## src/design/bds_pkg.sv

```systemverilog
// Shared types, constants and channel arithmetic for the 2x2 box downsampler.
// No dependencies; imported by every module of the block.
package bds_pkg;

  // Field and register widths
  localparam int PIX_W   = 32;
  localparam int CH_W    = 8;
  localparam int SUM_W   = 9;
  localparam int NUM_CH  = 4;
  localparam int PAIR_W  = NUM_CH * SUM_W;
  localparam int DIM_W   = 13;
  localparam int ROW_W   = 12;
  localparam int CFG_IDX_W = 1;

  // Size limits and register reset values
  localparam int DEF_MAX_WIDTH = 4096;
  localparam int MAX_HEIGHT    = 4096;
  localparam logic [DIM_W-1:0] MIN_DIM      = 13'd2;
  localparam logic [DIM_W-1:0] RESET_WIDTH  = 13'd640;
  localparam logic [DIM_W-1:0] RESET_HEIGHT = 13'd480;

  // Register indexes
  localparam logic [CFG_IDX_W-1:0] REG_SRC_WIDTH  = 1'd0;
  localparam logic [CFG_IDX_W-1:0] REG_SRC_HEIGHT = 1'd1;

  // What the control decodes for the pixel at the input
  typedef struct packed {
    logic keep;       // neither in a dropped column nor a dropped row
    logic odd_col;    // right pixel of a horizontal pair
    logic odd_row;    // bottom row of a row pair
    logic row_end;    // last block of an output row
    logic frame_end;  // last block of the frame
  } step_t;

  // Four 9-bit channel sums of two pixels, channel c at bit 9*c
  function automatic logic [PAIR_W-1:0] pair_sums(input logic [PIX_W-1:0] a,
                                                  input logic [PIX_W-1:0] b);
    logic [PAIR_W-1:0] r;
    r = '0;
    for (int c = 0; c < NUM_CH; c++) begin
      r[SUM_W*c +: SUM_W] = {1'b0, a[CH_W*c +: CH_W]} + {1'b0, b[CH_W*c +: CH_W]};
    end
    return r;
  endfunction

  // Floor mean of the four bytes of each channel
  function automatic logic [PIX_W-1:0] block_mean(input logic [PAIR_W-1:0] top,
                                                  input logic [PAIR_W-1:0] bot);
    logic [PIX_W-1:0] r;
    logic [SUM_W:0]   s;
    r = '0;
    for (int c = 0; c < NUM_CH; c++) begin
      s = {1'b0, top[SUM_W*c +: SUM_W]} + {1'b0, bot[SUM_W*c +: SUM_W]};
      r[CH_W*c +: CH_W] = s[SUM_W:2];
    end
    return r;
  endfunction

endpackage

```

## src/design/bds_out.sv

```systemverilog
// Block stage (bottom pair sums and marks) and the output register.
// Depends on bds_pkg.
module bds_out (
  input  logic                        clk,
  input  logic                        rst,
  input  logic                        in_valid,
  output logic                        in_ready,
  input  bds_pkg::step_t              step,
  input  logic [bds_pkg::PAIR_W-1:0]  pair,
  input  logic [bds_pkg::PAIR_W-1:0]  top_pair,
  output logic                        out_valid,
  input  logic                        out_ready,
  output logic [bds_pkg::PIX_W-1:0]   out_pixel,
  output logic                        row_end,
  output logic                        frame_end
);
  import bds_pkg::*;

  logic              blk_valid;
  logic [PAIR_W-1:0] blk_pair;
  logic              blk_row_end;
  logic              blk_frame_end;
  logic              blk_go;
  logic              accept;
  logic              emit;

  // The block stage moves on whenever the output register is free or being taken
  assign blk_go   = !out_valid || out_ready;
  assign in_ready = !blk_valid || blk_go;
  assign accept   = in_valid && in_ready;
  assign emit     = step.keep && step.odd_col && step.odd_row;

  // Block stage: bottom pair sums wait here for the line store read
  always_ff @(posedge clk) begin
    if (rst) begin
      blk_valid <= 1'b0;
    end else if (accept) begin
      blk_valid <= emit;
    end else if (blk_go) begin
      blk_valid <= 1'b0;
    end
  end

  always_ff @(posedge clk) begin
    if (accept && emit) begin
      blk_pair      <= pair;
      blk_row_end   <= step.row_end;
      blk_frame_end <= step.frame_end;
    end
  end

  // Output register
  always_ff @(posedge clk) begin
    if (rst) begin
      out_valid <= 1'b0;
    end else if (blk_go) begin
      out_valid <= blk_valid;
    end
  end

  always_ff @(posedge clk) begin
    if (blk_go && blk_valid) begin
      out_pixel <= block_mean(top_pair, blk_pair);
      row_end   <= blk_row_end;
      frame_end <= blk_frame_end;
    end
  end

  a_stall_holds_block: assert property (@(posedge clk) disable iff (rst)
    blk_valid && out_valid && !out_ready |=> blk_valid)
    else $error("block lost while output stalled");
  a_ready_only_when_full: assert property (@(posedge clk) disable iff (rst)
    !in_ready |-> blk_valid && out_valid && !out_ready)
    else $error("input refused with room in the pipe");
  a_frame_end_on_row_end: assert property (@(posedge clk) disable iff (rst)
    out_valid && frame_end |-> row_end)
    else $error("frame end without row end");

endmodule

```

## config.mk

```make
export PLATFORM = sky130hd
export DESIGN_NAME = bds_out
export DESIGN_NICKNAME = d
export VERILOG_FILES = /design/src/design/bds_pkg.sv /design/src/design/bds_out.sv
export SDC_FILE = /design/constraint.sdc
export NUM_CORES = 1
export LEC_CHECK = 0
export BUFFER_PORTS_ARGS = -buffer_cell sky130_fd_sc_hd__buf_2
export CORE_MARGIN = 1
export CORE_UTILIZATION = 54
export CTS_CLUSTER_DIAMETER = 120
export CTS_CLUSTER_SIZE = 12
export DETAILED_ROUTE_END_ITERATION = 10
export GPL_TIMING_DRIVEN = 0
export MAX_ROUTING_LAYER = met4
export PLACE_DENSITY = 0.85
export SLEW_MARGIN = 20
export SYNTH_ARGS = -nofsm -noshare
export SYNTH_HDL_FRONTEND = slang
export SYNTH_SLANG_ARGS = --single-unit
```

## constraint.sdc

```tcl
create_clock -name clk -period 5.07 [get_ports clk]
set_input_delay 0.507 -clock clk [delete_from_list [all_inputs] [get_ports clk]]
set_output_delay 0.507 -clock clk [all_outputs]
set_load 0.02 [all_outputs]
```

==> impl_metrics.yaml <==
status:
  status: "completed"
logic_synthesis:
  ys_ff_latch: 74
  synth_edf_count: 72
  synth_nets: 336
  synth_top_cells_by_count: "edfxtp_1 (72), ha_1 (32), a21oi_1 (16), xnor2_1 (16), nor2_1 (13)"
  syn_area_sq_um: 3390
  synth.area.top_cells: "edfxtp_1 (64%), ha_1 (12%), xnor2_1 (4.1%)"
  yosys.area.top_type: "edfxtp_1"
  yosysSeqAreaShare: 0.649
  yosysUniqueCellTypes: 28
  synth.most_common_cell: "edfxtp_1"
  syn_inst: 223
  ys_dominant_reg_cell: "edfxtp_1"
  synthDominantCellAreaShare: 0.637
  syn_avg_cell_area_sq_um: 15.2
  yosys_warnings: 0
  synthArstFlopShare: 0
floorplan:
  start_util: 0.566
  dieArea_sq_um: 6600
  core_area_sq_um: 5990
  placementRows: 28
  ios: 117
  die_w_um: 81.3
  fp.dieH_um: 81.3
setup_path:
  cp_slowest_cell: "edfxtp_1"
  rr_endpoint: "out_pixel[31]"
  crit_cells: 5
  end_kind: "register"
  timing.rr.start: "blk_pair[32]"
  r2r_slack_ns: 3.08
  path_max_fanout: 4
  path_class: "register to register"
  reg2regPathDepth: 5
  cp_cell_sequence: "ha_1, and2_4, a221o_1, a221oi_2, o21bai_1"
  startpoint_type: "register"
  cp_slowest_stage_delay_ns: 0.41
  crit_required_ns: 5.15
  worstPathArrival_ns: 2.08
  worst-path-buf-inv: 0
  critPathTopFamily: "compound AO/OA/AOI/OAI gates"
clock_network:
  cts_buffers: 9
  cts-root-buf: "clkbuf_8"
  clk_path_buf_depth: 2
  post_cts_buffers: 0
  htreeDepth: 3
  ctsHoldBuffers: 0
  insertion_delay_ns: 0.34
  cts_tree: "yes"
  cts.repair.resized: 0
  cts_sinks: 74
  clk_pin_slew_ns: 0.08
grt:
  grt_pass1_vias: 2306
  grtUsageTotal: 0.209
  grt_overflow: 0
  antenna_found_initial: 0
  grt_start_max_net_pins: 28
  grt_pass1_wl_mm: 9.82
worst_hold_path:
  hp-class: "primary input to register"
  min_path_cells: 1
  min_from: "pair[35]"
  hold_end: "blk_pair[35]"
timing:
  period_share: 0.393
  clock.fmax_ghz: 0.502
  maxSlewHeadroom: 0.610
  tightest_slew_ns: 0.584
  slew_violations: 0
  fin_skew_ns: 0.00903
  hold_viol_final: 0
  setup-violations-final: 0
  rsz0062_at_grt: "false"
  finalSetupTns_ns: 0
  finalCriticalPeriod_ns: 1.99
final_layout:
  antenna_cells: 0
  fin_util: 0.729
  syn_to_final_growth_pct: 28.7
  nets: 465
  drive_gt1_frac: 0.381
placed_design:
  portBuffers: 116
  gp_congestion: 0.765
  dp_hpwl_mm: 4.94
power_and_ir_drop:
  powerDensity_nw_per_um2: 319
  vdd_drop_max_mv: 0.268
  leakagePower_nw: 1.88
drt:
  drc_errors: 0
  wire_per_inst_um: 14.8
  vias: 2329
  drt_iter0_markers: 68
  vias_per_cell: 5.39
  drtAntennaViolNets: 0
  firstDrtPassIters: 4
  drt_wl_total_mm: 6.39
job:
  drv_cap: 0
-- cell usage in the layout (no fill, tap or decap) --
| master | count |
|---|---|
| dfxtp_1 | 2 |
| edfxtp_1 | 72 |
| o21bai_1 | 1 |
| nand4_1 | 4 |
| a21oi_4 | 1 |
| xor2_1 | 7 |
| and3_1 | 7 |
| buf_2 | 116 |
| a221oi_1 | 4 |
| a31oi_1 | 3 |
| buf_12 | 1 |
| clkbuf_8 | 9 |
| xnor2_1 | 16 |
| nor3_1 | 2 |
| a211o_1 | 3 |
| o211ai_1 | 3 |
| nand2b_1 | 2 |
| a21oi_1 | 15 |
| nor2_1 | 13 |
| clkbuf_1 | 1 |
| clkinvlp_4 | 1 |
| clkinv_1 | 2 |
| and2_4 | 1 |
| a211oi_1 | 1 |
| buf_16 | 1 |
| a221o_1 | 1 |
| nand2_1 | 8 |
| o311ai_0 | 1 |
| inv_1 | 3 |
| a221oi_2 | 1 |
| nor2b_1 | 2 |
| ha_1 | 32 |
| bufinv_16 | 3 |
| a2111oi_4 | 1 |
| a22o_1 | 3 |
| nand3_1 | 1 |
| nor2b_4 | 1 |
| a21o_1 | 12 |
-- worst register-to-register path: stages (launching register included) --
cell and delay, ns:
edfxtp_1 0.41, ha_1 0.36, and2_4 0.19, a221o_1 0.34
a221oi_2 0.34, o21bai_1 0.10
-- worst max-delay path by stage --
| stage | start | to | slack (ns) |
|---|---|---|---|
| after floorplan | step[2] | blk_frame_end | 2.12 |
| after global placement | step[2] | blk_pair[19] | 1.34 |
| after detailed placement | top_pair[32] | out_pixel[31] | 2.89 |
| after CTS | blk_pair[32] | out_pixel[31] | 3.09 |
| after global routing | blk_pair[32] | out_pixel[30] | 3.01 |
| final | blk_pair[32] | out_pixel[31] | 3.08 |
-- where the power goes --
group | internal (mW) | total [mW] | leakage [nW] | switching (mW)
combinational | 0.0809 | 0.163 | 1.10 | 0.0825
sequential | 0.693 | 0.697 | 0.671 | 0.00381
clock | 0.324 | 0.534 | 0.112 | 0.210
-- per-layer routing --
layer | share of wire | track usage
met5 | 0 | -
met1 | 0.38 | 0.219
met4 | 0.020 | 0.0875
met2 | 0.54 | 0.373
met3 | 0.056 | 0.0494
-- flip-flops by register name (all words and copies together), names as in the netlist --
signal / count
blk_frame_end: 1
out_pixel: 32
out_valid: 1
row_end: 1
blk_row_end: 1
frame_end: 1
blk_valid: 1
blk_pair: 36
-- metrics by stage --
| stage | total power, mW | setup slack (ns) | hold WS (ns) | cells | cell area (sq um) |
|---|---|---|---|---|---|
| after floorplan | 0.815 | 2.12 | 0.400 | 223 | 3390 |
| after global placement | 0.860 | 1.34 | 0.406 | 414 | 4070 |
| after detailed placement | 0.873 | 2.89 | 0.408 | 416 | 4130 |
| after CTS | 1.40 | 3.09 | 0.330 | 432 | 4370 |
| after global routing | 1.44 | 3.01 | 0.321 | 432 | 4370 |
| final | 1.39 | 3.08 | 0.335 | 432 | 4370 |
-- area by class of cell --
cell class / count / area [sq um]
fill: 387 / 1620
clock buffer: 10 / 128
sequential: 74 / 2200
tap: 75 / 93.8
timing repair buffer: 118 / 628
multi-input combinational: 146 / 1200
inverter: 3 / 11.3
clock inverter: 6 / 105
-- cell families after synthesis --
kind of cell | after synthesis | share of synthesized area
AO/OA/AOI/OAI | 50 | 0.111
XOR/XNOR | 23 | 0.0594
AND/OR/NAND/NOR | 41 | 0.0597
adder cells (fa/ha/maj) | 32 | 0.118
buffers and inverters | 3 | 0.00332
flip-flops | 74 | 0.649
(Power assumes the default switching activity.)
