### src/design/bds_pkg.sv
// Shared types, constants and channel arithmetic for the 2x2 box downsampler.
// No dependencies; imported by every module of the block.
package bds_pkg;

  // Field and register widths
  localparam int PIX_W   = 32;
  localparam int CH_W    = 8;
  localparam int SUM_W   = 9;
  localparam int NUM_CH  = 4;
  localparam int PAIR_W  = NUM_CH * SUM_W;
  localparam int DIM_W   = 13;
  localparam int ROW_W   = 12;
  localparam int CFG_IDX_W = 1;

  // Size limits and register reset values
  localparam int DEF_MAX_WIDTH = 4096;
  localparam int MAX_HEIGHT    = 4096;
  localparam logic [DIM_W-1:0] MIN_DIM      = 13'd2;
  localparam logic [DIM_W-1:0] RESET_WIDTH  = 13'd640;
  localparam logic [DIM_W-1:0] RESET_HEIGHT = 13'd480;

  // Register indexes
  localparam logic [CFG_IDX_W-1:0] REG_SRC_WIDTH  = 1'd0;
  localparam logic [CFG_IDX_W-1:0] REG_SRC_HEIGHT = 1'd1;

  // What the control decodes for the pixel at the input
  typedef struct packed {
    logic keep;       // neither in a dropped column nor a dropped row
    logic odd_col;    // right pixel of a horizontal pair
    logic odd_row;    // bottom row of a row pair
    logic row_end;    // last block of an output row
    logic frame_end;  // last block of the frame
  } step_t;

  // Four 9-bit channel sums of two pixels, channel c at bit 9*c
  function automatic logic [PAIR_W-1:0] pair_sums(input logic [PIX_W-1:0] a,
                                                  input logic [PIX_W-1:0] b);
    logic [PAIR_W-1:0] r;
    r = '0;
    for (int c = 0; c < NUM_CH; c++) begin
      r[SUM_W*c +: SUM_W] = {1'b0, a[CH_W*c +: CH_W]} + {1'b0, b[CH_W*c +: CH_W]};
    end
    return r;
  endfunction

  // Floor mean of the four bytes of each channel
  function automatic logic [PIX_W-1:0] block_mean(input logic [PAIR_W-1:0] top,
                                                  input logic [PAIR_W-1:0] bot);
    logic [PIX_W-1:0] r;
    logic [SUM_W:0]   s;
    r = '0;
    for (int c = 0; c < NUM_CH; c++) begin
      s = {1'b0, top[SUM_W*c +: SUM_W]} + {1'b0, bot[SUM_W*c +: SUM_W]};
      r[CH_W*c +: CH_W] = s[SUM_W:2];
    end
    return r;
  endfunction

endpackage

### src/design/bds_ctrl.sv
// Size registers, source column/row counters and per-pixel decode.
// Depends on bds_pkg.
module bds_ctrl #(
  parameter int MAX_WIDTH = bds_pkg::DEF_MAX_WIDTH
) (
  input  logic                           clk,
  input  logic                           rst,
  input  logic                           cfg_write,
  input  logic [bds_pkg::CFG_IDX_W-1:0]  cfg_index,
  input  logic [bds_pkg::DIM_W-1:0]      cfg_data,
  input  logic                           accept,
  output bds_pkg::step_t                 step,
  output logic [$clog2(MAX_WIDTH)-1:0]   col
);
  import bds_pkg::*;

  localparam int XW = $clog2(MAX_WIDTH);
  localparam int WW = $clog2(MAX_WIDTH + 1);
  localparam int CW = (WW > DIM_W) ? WW : DIM_W;

  logic [DIM_W-1:0] src_width;
  logic [DIM_W-1:0] src_height;
  logic [XW-1:0]    col_count;
  logic [ROW_W-1:0] row_count;
  logic [WW-1:0]    w;
  logic [DIM_W-1:0] h;
  logic [XW-1:0]    col_half;
  logic [ROW_W-1:0] row_half;
  logic             last_col;
  logic             last_row;
  logic             row_end;

  // Size registers; any write restarts the frame
  always_ff @(posedge clk) begin
    if (rst) begin
      src_width  <= RESET_WIDTH;
      src_height <= RESET_HEIGHT;
    end else if (cfg_write) begin
      unique case (cfg_index)
        REG_SRC_WIDTH:  src_width  <= cfg_data;
        REG_SRC_HEIGHT: src_height <= cfg_data;
        default: ;
      endcase
    end
  end

  // Clamp the sizes to the supported range
  always_comb begin
    if (src_width < MIN_DIM) begin
      w = WW'(2);
    end else if (CW'(src_width) > CW'(MAX_WIDTH)) begin
      w = WW'(MAX_WIDTH);
    end else begin
      w = WW'(src_width);
    end
    if (src_height < MIN_DIM) begin
      h = MIN_DIM;
    end else if (src_height > DIM_W'(MAX_HEIGHT)) begin
      h = DIM_W'(MAX_HEIGHT);
    end else begin
      h = src_height;
    end
  end

  // Position decode
  always_comb begin
    col_half       = col_count >> 1;
    row_half       = row_count >> 1;
    last_col       = WW'(col_count) == w - WW'(1);
    last_row       = DIM_W'(row_count) == h - DIM_W'(1);
    row_end        = WW'(col_half) == (w >> 1) - WW'(1);
    step.keep      = !(w[0] && last_col) && !(h[0] && last_row);
    step.odd_col   = col_count[0];
    step.odd_row   = row_count[0];
    step.row_end   = row_end;
    step.frame_end = row_end && (DIM_W'(row_half) == (h >> 1) - DIM_W'(1));
  end

  assign col = col_count;

  // Raster counters
  always_ff @(posedge clk) begin
    if (rst || cfg_write) begin
      col_count <= '0;
      row_count <= '0;
    end else if (accept) begin
      if (last_col) begin
        col_count <= '0;
        row_count <= last_row ? '0 : row_count + ROW_W'(1);
      end else begin
        col_count <= col_count + XW'(1);
      end
    end
  end

  a_col_in_range: assert property (@(posedge clk) disable iff (rst)
    WW'(col_count) < w) else $error("column count beyond source width");
  a_row_in_range: assert property (@(posedge clk) disable iff (rst)
    DIM_W'(row_count) < h) else $error("row count beyond source height");

endmodule

### config.mk
export PLATFORM = sky130hd
export DESIGN_NAME = bds_ctrl
export DESIGN_NICKNAME = d
export VERILOG_FILES = /design/src/design/bds_pkg.sv /design/src/design/bds_ctrl.sv
export SDC_FILE = /design/constraint.sdc
export NUM_CORES = 1
export LEC_CHECK = 0
export BUFFER_PORTS_ARGS = -buffer_cell sky130_fd_sc_hd__buf_4
export CAP_MARGIN = 25
export CORE_MARGIN = 5
export CORE_UTILIZATION = 40
export CTS_BUF_LIST = sky130_fd_sc_hd__clkbuf_16
export DETAILED_ROUTE_END_ITERATION = 6
export HOLD_SLACK_MARGIN = 0.15
export SLEW_MARGIN = 5
export SYNTH_ARGS = -nofsm -noshare
export SYNTH_HDL_FRONTEND = slang
export SYNTH_SLANG_ARGS = --single-unit
### constraint.sdc
create_clock -name clk -period 3.6 [get_ports clk]
set_input_delay 0.18 -clock clk [delete_from_list [all_inputs] [get_ports clk]]
set_output_delay 0.18 -clock clk [all_outputs]
set_load 0.02 [all_outputs]
==> impl_metrics.json <==
{
  "status": "finished, final reports clean",
  "max-cap-violations": 0,
  "routabilityCongestion": 0.912,
  "drc_errors": 0,
  "nNetsFinal": 660,
  "max_freq_ghz": 0.289,
  "clock_latency_ns": 0.29,
  "drt-total-wl_um": 12800,
  "finalCriticalPeriod_ns": 3.46,
  "grt_start_max_net_pins": 28,
  "finalSetupViolCount": 0,
  "first_global_vias": 4184,
  "startpoint_type": "flip-flop",
  "start_util": 0.412,
  "clock_skew_ns": 0.00553,
  "finalNonFillerCells": 771,
  "r2r_slack_ns": 0.22,
  "placedCellCount": 757,
  "arrival_ns": 3.28,
  "io_buffers": 34,
  "die_width_um": 114,
  "syn2layout_area_growth_pct": 21.6,
  "tightest_slew_ns": 0.813,
  "async_flop_share": 0,
  "antenna_cells": 0,
  "yosysTopAreaCell": "dfxtp_1",
  "required_ns": 3.42,
  "rows": 37,
  "r2r-start": "src_width[1]$_SDFFE_PP0P_",
  "drtIter0Drc": 327,
  "crit_type": "flip-flop to output pin",
  "detail_route.first_pass.iterations": 5,
  "path_clk_slew_ns": 0.06,
  "antenna_found_initial": 0,
  "grt_pass1_wl_um": 20700,
  "finalHoldViolations": 0,
  "worstHoldEndpoint": "src_height[6]$_SDFFE_PP1P_",
  "powerDensity_nw_per_um2": 277,
  "ys_types": 73,
  "grt.overflow.total": 0,
  "die_y_um": 114,
  "crit_fanout": 5,
  "cts_root_buf": "clkbuf_16",
  "peakVddDrop_mv": 0.198,
  "finalWorstSetupSlack_ns": 0.142,
  "critPathCaptureType": "output pin",
  "hp-class": "primary input to flip-flop",
  "routedWlPerCell_um": 16.6,
  "reg2reg_depth": 13,
  "route.vias.total": 4496,
  "timing.rr.end": "row_count[3]$_SDFFE_PP0P_",
  "relSlewSlack": 0.457,
  "crit_start": "src_height[8]$_SDFFE_PP1P_",
  "syn-instance-count": 584,
  "seq_area_frac_synth": 0.233,
  "cts_buffers": 5,
  "yosys-top-cells-area": "dfxtp_1 (23%), nand2_1 (7.5%), xnor2_1 (6.1%)",
  "ys_ff_latch": 50,
  "min_path_cells": 3,
  "ant_nets": 0,
  "period_share": 0.961,
  "synth_fp_nets": 608,
  "pre_cts_ws_ns": 0.106,
  "slew_violations": 0,
  "p_leak_nw": 1.92,
  "clockBufferDepth": 2,
  "clock-sinks": 50,
  "die_area_um2": 12900,
  "fill_cells": 1059,
  "synthFlopType": "dfxtp_1",
  "syn_area_per_cell_um2": 7.36,
  "hpwl_um": 9900,
  "synth_top_area_frac": 0.233,
  "synth_edf_count": 0,
  "grt_usage": 0.194,
  "io_pins": 35,
  "hp-start": "cfg_data[6]",
  "netlist_area_um2": 4300,
  "final_layout_size_suffix_gt1_frac": 0.203,
  "via_per_inst": 5.83,
  "core_area_um2": 10400,
  "yosysWarnings": 0,
  "h-tree-depth": 2,
  "cts_tree": "yes"
}
==> cell families (layout without fill, tap and decap cells) <==
family | Yosys count | count (layout) | synth area share
flops | 50 | 50 | 0.233
xor+xnor | 50 | 50 | 0.102
buf+inv | 52 | 103 | 0.0492
fa+ha+maj | 6 | 6 | 0.0175
mux | 5 | 5 | 0.0122
simple gates | 270 | 270 | 0.340
compound gates | 151 | 151 | 0.246
==> per-stage QoR <==
step	setup TNS, ns	area [um^2]	hold WS [ns]	utilization	power, mW
after floorplan	0	4300	0.298	-	0.864
after global placement	0	4880	0.409	0.469	0.988
after detailed placement	0	4880	0.409	0.469	0.994
after CTS	-0.0482	5080	0.151	0.488	1.44
after global routing	-0.00136	5220	0.158	0.502	1.53
final	0	5220	0.148	0.502	1.45
==> cell type report <==
class / instances / area [um^2] / area share
multi-input combinational: 482 / 3220 / 0.617
sequential: 50 / 1000 / 0.192
timing repair buffer: 86 / 656 / 0.126
tap: 136 / 170 / 0.0326
clock buffer: 5 / 125 / 0.0240
inverter: 11 / 41.3 / 0.00790
clock inverter: 1 / 3.75 / 0.000719
==> routing by layer <==
metal | up-vias | share of wire | GRT usage
met1 | 2117 | 0.47 | 0.277
met3 | 19 | 0.057 | 0.0292
met2 | 138 | 0.45 | 0.304
li1 | 2222 | - | -
met4 | 0 | 0.015 | 0.0489
met5 | - | 0 | 0
==> synth_stat cells, drive strengths merged (3+ instances only) <==
master and count:
a211o 4, a211oi 6, a21boi 4, a21oi 44, a22oi 11, a311oi 3, a31oi 7, and2 10
and3 7, and4 7, buf 10, clkbuf 31, dfxtp 50, ha 6, inv 11, mux2i 3
nand2 86, nand2b 12, nand3 15, nand3b 7, nand4 11, nor2 38, nor2b 17, nor3 16
nor3b 4, nor4 14, nor4b 6, o2111ai 4, o211ai 5, o21ai 31, o22ai 3, o311ai 3
o31ai 8, or2 3, or3 6, or4 5, xnor2 30, xor2 20
==> what timing repair did <==
item,CTS,global route
hold buffers,4,0
pin swaps,1,13
gates resized for setup,7,26
buffers inserted,1,3
setup endpoints to repair,2,24
hold endpoints to repair,4,0
==> flip-flops by register name, indices dropped and copies added (netlist names) <==
| signal | count |
|---|---|
| src_height | 13 |
| src_width | 13 |
| row_count | 12 |
| col | 12 |
==> layout by cell type (no fill, tap or decap), types with 6 or more instances in the layout <==
master | netlist | routed
nand2_1 | 86 | 86
and3_1 | 7 | 7
nand3_1 | 15 | 15
nand2b_1 | 12 | 12
nand4_1 | 10 | 10
a22oi_1 | 11 | 11
inv_1 | 11 | 10
buf_4 | 3 | 82
a21oi_1 | 43 | 42
nor2b_1 | 17 | 17
and4_1 | 7 | 6
nand3b_1 | 7 | 7
and2_1 | 9 | 9
nor3_1 | 16 | 14
or3_1 | 6 | 6
xnor2_1 | 30 | 30
o31ai_1 | 7 | 7
nor2_1 | 38 | 38
xor2_1 | 20 | 20
dfxtp_1 | 50 | 47
o21ai_0 | 30 | 28
nor4_1 | 12 | 7
==> power by group <==
group / leakage [nW] / internal [mW] / switching, mW / total [mW]
logic: 1.45 / 0.180 / 0.246 / 0.426
registers: 0.406 / 0.569 / 0.0192 / 0.589
clock network: 0.0632 / 0.247 / 0.185 / 0.432
==> how the worst max path moves through the flow <==
stage,cells past startpoint,end
6_report,14,step[4]
5_1_grt,15,step[4]
4_1_cts,15,step[4]
3_5_place_dp,12,row_count[11]$_SDFFE_PP0P_
3_3_place_gp,15,step[4]
2_1_floorplan,13,row_count[11]$_SDFFE_PP0P_
==> worst max-delay path, cell delays in order (launching register included) <==
cell	delay (ns)
dfxtp_1	0.31
or4_4	0.57
nor3_4	0.24
o21ai_4	0.09
ha_4	0.19
inv_2	0.07
a211oi_1	0.05
buf_4	0.16
nor4b_4	0.34
o311ai_4	0.13
a2111oi_4	0.35
nand3_1	0.11
nor2_1	0.11
a41oi_1	0.07
buf_4	0.19
(Power assumes the default switching activity.)
